<file path="src/rtl/core/tts_pkg.sv">
// Shared types and constants for the time-triggered task scheduler.
`default_nettype none

package tts_pkg;

  // Table size and derived widths.
  localparam int MAX_TASKS = 8;
  localparam int IDX_W     = (MAX_TASKS > 1) ? $clog2(MAX_TASKS) : 1;
  localparam int CNT_W     = $clog2(MAX_TASKS + 1);

  // Field widths.
  localparam int DELAY_W   = 15;
  localparam int PERIOD_W  = 15;
  localparam int ELAPSED_W = 16;
  localparam int IDLE_W    = 16;
  localparam int REM_W     = 32;
  localparam int INDEX_W   = 3;
  localparam int IN_DATA_W  = 48;
  localparam int OUT_DATA_W = 24;

  // Saturation and clamp values.
  localparam logic [REM_W-1:0]  REM_MIN  = {1'b1, {(REM_W-1){1'b0}}};
  localparam logic [IDLE_W-1:0] IDLE_MAX = {IDLE_W{1'b1}};

  // Request kinds carried on the input tuser line.
  typedef enum logic {
    OP_ADD      = 1'b0,
    OP_DISPATCH = 1'b1
  } op_e;

  // Slot write issued by the top level for an add request.
  typedef struct packed {
    logic                en;
    logic [DELAY_W-1:0]  delay;
    logic [PERIOD_W-1:0] period;
  } wr_t;

  // Dispatch token walking along the row of slot cells.
  typedef struct packed {
    logic                 valid;
    logic [ELAPSED_W-1:0] elapsed;
    logic [IDX_W-1:0]     pos;
    logic                 fired;
    logic [IDX_W-1:0]     idx;
    logic                 any_due;
    logic [IDLE_W-1:0]    best;
  } tok_t;

endpackage

`default_nettype wire

</file>
<file path="src/rtl/core/tts_cell.sv">
// One task slot of the scheduler table, processing a dispatch token and registering it for the next cell.
`default_nettype none

module tts_cell (
  input  wire logic          clk_i,
  input  wire logic          rst_ni,
  input  wire tts_pkg::wr_t  wr_i,
  input  wire tts_pkg::tok_t tok_i,
  output tts_pkg::tok_t      tok_o
);

  logic                          running_q;
  logic [tts_pkg::REM_W-1:0]     rem_q;
  logic [tts_pkg::PERIOD_W-1:0]  period_q;
  tts_pkg::tok_t                 tok_q, tok_d;

  logic [tts_pkg::REM_W:0]       diff;
  logic                          sat;
  logic [tts_pkg::REM_W-1:0]     rem_sub;
  logic                          due;
  logic                          take;
  logic [tts_pkg::REM_W-1:0]     rem_d;
  logic [tts_pkg::IDLE_W-1:0]    rem_clamp;
  logic                          better;

  // Subtract elapsed time with saturation at the most negative value.
  always_comb begin
    diff    = {rem_q[tts_pkg::REM_W-1], rem_q}
              - {{(tts_pkg::REM_W + 1 - tts_pkg::ELAPSED_W){1'b0}}, tok_i.elapsed};
    sat     = diff[tts_pkg::REM_W] & ~diff[tts_pkg::REM_W-1];
    rem_sub = sat ? tts_pkg::REM_MIN : diff[tts_pkg::REM_W-1:0];
    due     = rem_sub[tts_pkg::REM_W-1] | (rem_sub == '0);
    take    = running_q & due & ~tok_i.fired;
    rem_d   = take ? rem_sub + {{(tts_pkg::REM_W - tts_pkg::PERIOD_W){1'b0}}, period_q}
                   : rem_sub;
    rem_clamp = (rem_sub[tts_pkg::REM_W-1:tts_pkg::IDLE_W] != '0) ? tts_pkg::IDLE_MAX
                                                                  : rem_sub[tts_pkg::IDLE_W-1:0];
    better  = running_q & ~due & (rem_clamp < tok_i.best);
  end

  // Token handed to the next cell.
  always_comb begin
    tok_d         = tok_i;
    tok_d.pos     = tok_i.pos + tts_pkg::IDX_W'(1);
    tok_d.fired   = tok_i.fired | take;
    tok_d.idx     = take ? tok_i.pos : tok_i.idx;
    tok_d.any_due = tok_i.any_due | (running_q & due);
    tok_d.best    = better ? rem_clamp : tok_i.best;
  end

  // Running flag and token register are control state.
  always_ff @(posedge clk_i or negedge rst_ni) begin
    if (!rst_ni) begin
      running_q <= 1'b0;
      tok_q     <= '0;
    end else begin
      if (wr_i.en) begin
        running_q <= 1'b1;
      end
      tok_q <= tok_d;
    end
  end

  // Slot payload loads when written; the remaining time also updates as a dispatch token passes a running slot.
  always_ff @(posedge clk_i) begin
    if (wr_i.en) begin
      rem_q    <= {{(tts_pkg::REM_W - tts_pkg::DELAY_W){1'b0}}, wr_i.delay};
      period_q <= wr_i.period;
    end else if (tok_i.valid && running_q) begin
      rem_q <= rem_d;
    end
  end

  assign tok_o = tok_q;

endmodule

`default_nettype wire

</file>
<file path="src/rtl/core/time_triggered_task_scheduler.sv">
// Top level of the time-triggered task scheduler: slot cell row, add logic, result register.
//
//  Channel  Direction  Payload
//  s_axis   in         tuser: operation; tdata: start_delay, period_ms, elapsed_ms
//  m_axis   out        tdata: add_failed, task_fired, fired_index, idle_ms
//
//  An add request is answered in the cycle after it is taken. A dispatch request launches a
//  token that walks the row of slot cells, one cell per cycle; its result is registered after the last cell.
//  One request is in flight at a time; a new one is taken once the result register
//  is empty or being drained in the same cycle.
//  Reset clears all running flags and the slot count; slot contents need no reset.
//  A stalled result holds in the output register until m_axis_tready is high.
`default_nettype none

module time_triggered_task_scheduler (
  input  wire logic                             clk_i,
  input  wire logic                             rst_ni,
  input  wire logic                             s_axis_tvalid,
  output logic                                  s_axis_tready,
  // [14:0] start_delay, [29:15] period_ms, [45:30] elapsed_ms, [47:46] zero
  input  wire logic [tts_pkg::IN_DATA_W-1:0]    s_axis_tdata,
  // [0] operation
  input  wire logic                             s_axis_tuser,
  output logic                                  m_axis_tvalid,
  input  wire logic                             m_axis_tready,
  // [0] add_failed, [1] task_fired, [4:2] fired_index, [20:5] idle_ms, [23:21] zero
  output logic [tts_pkg::OUT_DATA_W-1:0]        m_axis_tdata
);

  localparam int D_LO = 0;
  localparam int P_LO = D_LO + tts_pkg::DELAY_W;
  localparam int E_LO = P_LO + tts_pkg::PERIOD_W;

  logic [tts_pkg::DELAY_W-1:0]   in_delay;
  logic [tts_pkg::PERIOD_W-1:0]  in_period;
  logic [tts_pkg::ELAPSED_W-1:0] in_elapsed;
  tts_pkg::op_e                  in_op;
  logic                          in_acc;
  logic                          add_acc;
  logic                          full;

  logic                          busy_q, busy_d;
  logic [tts_pkg::CNT_W-1:0]     next_slot_q, next_slot_d;
  logic                          out_valid_q, out_valid_d;
  logic [tts_pkg::OUT_DATA_W-1:0] out_data_q, out_data_d;

  tts_pkg::tok_t                 tok [tts_pkg::MAX_TASKS+1];
  tts_pkg::wr_t                  wr  [tts_pkg::MAX_TASKS];
  tts_pkg::tok_t                 last_tok;
  logic [tts_pkg::IDX_W+tts_pkg::INDEX_W-1:0] idx_ext;
  logic [tts_pkg::MAX_TASKS-1:0] tok_valids;

  // Input unpacking and handshake.
  assign in_delay   = s_axis_tdata[D_LO +: tts_pkg::DELAY_W];
  assign in_period  = s_axis_tdata[P_LO +: tts_pkg::PERIOD_W];
  assign in_elapsed = s_axis_tdata[E_LO +: tts_pkg::ELAPSED_W];
  assign in_op      = tts_pkg::op_e'(s_axis_tuser);

  assign s_axis_tready = ~busy_q & (~out_valid_q | m_axis_tready);
  assign in_acc        = s_axis_tvalid & s_axis_tready;
  assign add_acc       = in_acc & (in_op == tts_pkg::OP_ADD);
  assign full          = (next_slot_q == tts_pkg::CNT_W'(tts_pkg::MAX_TASKS));

  // Token launched into the first cell on a dispatch request.
  always_comb begin
    tok[0].valid   = in_acc & (in_op == tts_pkg::OP_DISPATCH);
    tok[0].elapsed = in_elapsed;
    tok[0].pos     = '0;
    tok[0].fired   = 1'b0;
    tok[0].idx     = '0;
    tok[0].any_due = 1'b0;
    tok[0].best    = tts_pkg::IDLE_MAX;
  end

  // Row of slot cells.
  for (genvar k = 0; k < tts_pkg::MAX_TASKS; k++) begin : g_cell
    always_comb begin
      wr[k].en     = add_acc & ~full & (next_slot_q == tts_pkg::CNT_W'(k));
      wr[k].delay  = in_delay;
      wr[k].period = in_period;
    end

    tts_cell u_cell (
      .clk_i  (clk_i),
      .rst_ni (rst_ni),
      .wr_i   (wr[k]),
      .tok_i  (tok[k]),
      .tok_o  (tok[k+1])
    );

    assign tok_valids[k] = tok[k+1].valid;
  end

  assign last_tok = tok[tts_pkg::MAX_TASKS];
  assign idx_ext  = {{tts_pkg::INDEX_W{1'b0}}, last_tok.idx};

  // Control next state: busy flag, slot count, result register.
  always_comb begin
    busy_d      = busy_q;
    next_slot_d = next_slot_q;
    out_valid_d = out_valid_q;
    out_data_d  = out_data_q;
    if (out_valid_q && m_axis_tready) begin
      out_valid_d = 1'b0;
    end
    if (tok[0].valid) begin
      busy_d = 1'b1;
    end
    if (add_acc) begin
      out_valid_d = 1'b1;
      out_data_d  = '0;
      out_data_d[0] = full;
      if (!full) begin
        next_slot_d = next_slot_q + tts_pkg::CNT_W'(1);
      end
    end
    if (last_tok.valid) begin
      busy_d        = 1'b0;
      out_valid_d   = 1'b1;
      out_data_d    = '0;
      out_data_d[1] = last_tok.fired;
      out_data_d[4:2] = idx_ext[tts_pkg::INDEX_W-1:0];
      out_data_d[5 +: tts_pkg::IDLE_W] = last_tok.any_due ? '0 : last_tok.best;
    end
  end

  always_ff @(posedge clk_i or negedge rst_ni) begin
    if (!rst_ni) begin
      busy_q      <= 1'b0;
      next_slot_q <= '0;
      out_valid_q <= 1'b0;
    end else begin
      busy_q      <= busy_d;
      next_slot_q <= next_slot_d;
      out_valid_q <= out_valid_d;
    end
  end

  always_ff @(posedge clk_i) begin
    out_data_q <= out_data_d;
  end

  assign m_axis_tvalid = out_valid_q;
  assign m_axis_tdata  = out_data_q;

  // Only one dispatch token is ever in the row.
  assert property (@(posedge clk_i) disable iff (!rst_ni) $onehot0(tok_valids))
    else $error("more than one dispatch token in the cell row");

  // A token in the row means the block is busy and takes no request.
  assert property (@(posedge clk_i) disable iff (!rst_ni)
    (tok_valids != '0) |-> (busy_q && !s_axis_tready))
    else $error("request taken while a dispatch is in progress");

  // The slot count never passes the table size.
  assert property (@(posedge clk_i) disable iff (!rst_ni)
    next_slot_q <= tts_pkg::CNT_W'(tts_pkg::MAX_TASKS))
    else $error("slot count beyond table size");

  // A dispatch request puts a token into the first cell on the next cycle.
  assert property (@(posedge clk_i) disable iff (!rst_ni)
    tok[0].valid |=> tok[1].valid)
    else $error("dispatch token lost at the first cell");

  // A result never reports both an add failure and a fired task.
  assert property (@(posedge clk_i) disable iff (!rst_ni)
    m_axis_tvalid |-> !(m_axis_tdata[0] && m_axis_tdata[1]))
    else $error("result mixes add and dispatch flags");

endmodule

`default_nettype wire
</file>
<file path="config.mk">
export PLATFORM = sky130hd
export DESIGN_NAME = time_triggered_task_scheduler
export DESIGN_NICKNAME = d
export VERILOG_FILES = /design/src/rtl/core/tts_pkg.sv /design/src/rtl/core/tts_cell.sv /design/src/rtl/core/time_triggered_task_scheduler.sv
export SDC_FILE = /design/constraint.sdc
export NUM_CORES = 2
export LEC_CHECK = 0
export ABC_AREA = 1
export BUFFER_PORTS_ARGS = -buffer_cell sky130_fd_sc_hd__buf_2
export CAP_MARGIN = 40
export CELL_PAD_IN_SITES_DETAIL_PLACEMENT = 2
export CELL_PAD_IN_SITES_GLOBAL_PLACEMENT = 2
export CORE_ASPECT_RATIO = 0.5
export CORE_UTILIZATION = 33
export CTS_CLUSTER_SIZE = 8
export DETAILED_ROUTE_END_ITERATION = 8
export HOLD_SLACK_MARGIN = 0.15
export PLACE_DENSITY = 0.85
export SETUP_SLACK_MARGIN = 0.3
export SKIP_CTS_REPAIR_TIMING = 1
export SLEW_MARGIN = 20
export SYNTH_ARGS = -nofsm -noshare
export SYNTH_HDL_FRONTEND = slang
export SYNTH_HIERARCHICAL = 1
export SYNTH_SLANG_ARGS = --single-unit
</file>
<file path="constraint.sdc">
create_clock -name clk_i -period 4.1 [get_ports clk_i]
set_input_delay 0.205 -clock clk_i [delete_from_list [all_inputs] [get_ports clk_i]]
set_output_delay 0.205 -clock clk_i [all_outputs]
set_load 0.02 [all_outputs]
</file>
==> results of run 1 <==
[per-stage QoR]
stage | area (um2) | worst slack (ps) | setup TNS, ps | hold slack (ps) | instances
2_1_floorplan | 61300 | -89.3 | -4170 | -90.6 | 9059
3_3_place_gp | 77600 | -663 | -89360 | 255 | 13194
==> metrics.md, run 1 <==
| Metric | Value |
|---|---|
| Die Wd | `604 um` |
| # port buffers | `73` |
| RePlAce Congestion | `0.954` |
| Syn avg cell area | `6.63 um2` |
| Die H | `303 um` |
| Synth warn | `6` |
| Exit stage | `detailed placement (3_5_place_dp)` |
| Initial core utilization | `33.2%` |
| Post-Syn Instances | `9,015` |
| Tool error | `[ERROR DPL-0033] detailed placement checks failed during check placement.` |
| DP HPWL | `334,000 um` |
| Rows | `110` |
| Synthesized area | `59,800 um2` |
| I/O pins | `79` |
| Status | `stopped before the end` |
==> run 2, diff against run 1 <==
--- a/config.mk
+++ b/config.mk
@@ -8,15 +8,9 @@
 export ABC_AREA = 1
 export BUFFER_PORTS_ARGS = -buffer_cell sky130_fd_sc_hd__buf_2
 export CAP_MARGIN = 40
-export CELL_PAD_IN_SITES_DETAIL_PLACEMENT = 2
-export CELL_PAD_IN_SITES_GLOBAL_PLACEMENT = 2
-export CORE_ASPECT_RATIO = 0.5
-export CORE_UTILIZATION = 33
-export CTS_CLUSTER_SIZE = 8
+export CORE_UTILIZATION = 34
 export DETAILED_ROUTE_END_ITERATION = 8
-export HOLD_SLACK_MARGIN = 0.15
-export PLACE_DENSITY = 0.85
-export SETUP_SLACK_MARGIN = 0.3
+export PLACE_DENSITY_LB_ADDON = 0.15
 export SKIP_CTS_REPAIR_TIMING = 1
 export SLEW_MARGIN = 20
 export SYNTH_ARGS = -nofsm -noshare
==> constraint.sdc (replaced) <==
create_clock -name clk_i -period 5.35 [get_ports clk_i]
set_input_delay 0.2675 -clock clk_i [delete_from_list [all_inputs] [get_ports clk_i]]
set_output_delay 0.2675 -clock clk_i [all_outputs]
set_load 0.02 [all_outputs]
==> run 2 against run 1 <==
- the flow now finishes without violations
- area after synthesis is the same
- synthesized cell count is the same
==> metrics.md, run 2 <==
| Metric | Value |
|---|---|
| Status | `finished clean` |
| Die area | `177,000 um2` |
| Syn avg cell area | `6.63 um2` |
| R2R setup slack | `300 ps` |
| CTS Buf Count | `95` |
| Switching Share | `50.2%` |
| Largest net degree at the start of global routing | `111` |
| Required time worst endpoint | `5930 ps` |
| DP Worst Slack | `211 ps` |
| CTS Sinks | `720` |
| Power per cell area | `558 nW/um2` |
| Final worst slack | `301 ps` |
| Initial antenna violation count | `19` |
| CTS tree | `yes` |
| Final setup violation count | `0` |
| Wl on met1 | `102,000 um` |
| Nets | `9,766` |
| Root Buffer | `clkbuf_16` |
| Number of max-cap violations | `0` |
| Core Footprint | `174,000 um2` |
| CP dominant cell by count | `nand2_1` |
| # port buffers | `73` |
| Die H | `421 um` |
| Worst hold margin | `38.2 ps` |
| Final Hold Fails | `0` |
| Most common cell after layout, fill and taps aside | `nand2_1` |
| Worst stage delay on the critical path | `540 ps` |
| Most frequent cells in the layout | `nand2_1 (3,007), inv_1 (1,426), nor2_1 (748)` |
| Crit path max-delay family | `simple AND/OR/NAND/NOR gates` |
| I/O pins | `79` |
| Switching pwr | `19,000 uW` |
| Register area | `18,600 um2` |
| Global route total overflow | `0` |
| Lkg Pwr | `0.0347 uW` |
| Post-Syn Instances | `9,015` |
| Fraction of layout cells with a size suffix above 1 | `8.33%` |
| Top Layer Used | `met5` |
| DP HPWL | `181,000 um` |
| Internal power | `18,800 uW` |
| WL met2 | `104,000 um` |
| Iter 0 DRT Violations | `4,796` |
| RePlAce Congestion | `0.965` |
| Area Overhead vs Synth | `13.5%` |
| Metal3 WL | `13,000 um` |
| Max FFs per register | `309` |
| Max IR drop VDD | `0.293 mV` |
| Synth warn | `6` |
| Htree depth | `3` |
| Die Wd | `421 um` |
| Combinational group share of total power | `59.7%` |
| Post-layout minimum cycle time | `5050 ps` |
| Post-DR vias/cell | `4.98` |
| Clock Power Share | `18.0%` |
| Rows | `153` |
| Fill count | `18.7k` |
| Wire per inst | `19.4 um` |
| DRC Markers | `0` |
| Kind of critical path | `reg2reg` |
| Via count | `58.4k` |
| Slew HR | `38.8%` |
| CP bufs+invs | `3` |
| Hold crit path type | `in2reg` |
| Synthesized area | `59,800 um2` |
| Initial core utilization | `34.3%` |
| PnR Total Power | `37,900 uW` |
| Antenna Nets Post-Route | `0` |
| Slowest-stage cell, CP | `dfrtp_1` |
| Worst-path clk slew | `60 ps` |
| Critical path launch point type | `flip-flop` |
| Max clock buf depth | `3` |
| Worst-Margin Slew | `918 ps` |
| Clk Latency, worst-skew pair | `740 ps` |
| Max Slew Vio Count | `0` |
| Period utilization | `94.4%` |
| Final wirelength | `227,000 um` |
| Seq pwr share | `22.3%` |
| Maximum fanout along the worst path | `16` |
| Area of the multi-input gates | `34,800 um2` |
| Fin Clk Skew | `39.1 ps` |
| Drt first pass iters | `6` |
| Fmax | `198 MHz` |
| Worst setup EP type | `flip-flop` |
| Setup_tns | `0 ps` |
| Global-route wire length before repair | `338,000 um` |
| Fin util | `38.9%` |
| Number of global-route vias before repair | `54.8k` |
| Gr usage total | `24.9%` |
| CP cell instances | `inv_1, ha_1, a21oi_1, o21ai_1, nor2_2, nand3_1, nand2_1, nand3_4, buf_12, nand2_1, nand4_1, nor4_4, buf_12, nand2_1, ha_1, a21oi_1, o21ai_0, nand3_1, a21oi_1, a2111o_1, nor2_4, nand2_2, nand2_1, nand2_1` |
| Critical Path AT | `5630 ps` |
## run 2: cell type report
type                    count  share of cell area (%)
diodes                      5                  0.0184
clock buffers             143                    4.17
clock inverters            36                   0.682
inverters                1492                    8.26
multi-input cells        6677                    51.3
flip-flops and latches    720                    27.5
well taps                2325                    4.29
repair buffers            332                    3.86
## run 2: metal layers
layer | global-route usage [%] | vias to the layer above
met1 | 33.9 | 27197
met4 | 8.73 | 2
met3 | 2.56 | 312
li1 | - | 29175
met2 | 40.9 | 1730
met5 | 0 | -
## run 2: through the flow
step | cells | area (um2)
global placement | 11507 | 64000
global route | 11726 | 67800
detailed placement | 11511 | 64100
finish | 11730 | 67800
CTS | 11690 | 67300
floorplan | 9059 | 59900
## run 2: power by group through the flow
stage | clock, uW | sequential, uW | combinational, uW
after floorplan | 0 | 8050 | 15700
after global placement | 0 | 8560 | 22000
after detailed placement | 0 | 8560 | 22100
after CTS | 7010 | 8460 | 22200
after global routing | 7210 | 8580 | 25300
final | 6810 | 8460 | 22600
## run 2: worst min-delay path, cell delays in order
cell,delay [ps]
buf_2,100
nand4_1,90
buf_4,200
nand3_1,80
## run 2: path summary, 6_finish.rpt
check,startpoint,to,cells after the start
worst min-delay path,s_axis_tvalid,m_axis_tvalid,4
max in group asynchronous,rst_ni,g_cell[1].u_cell/tok_o[27],3
worst max register to register,g_cell[5].u_cell/tok_o[39],g_cell[6].u_cell/tok_o[7],24
worst max-delay path,g_cell[5].u_cell/tok_o[39],g_cell[6].u_cell/tok_o[7],24
worst min register to register,g_cell[5].u_cell/tok_o[36],g_cell[6].u_cell/tok_o[36],0
min in group asynchronous,rst_ni,g_cell[7].u_cell/tok_o[12],2
No activity file was read; power rests on OpenSTA's default activity.
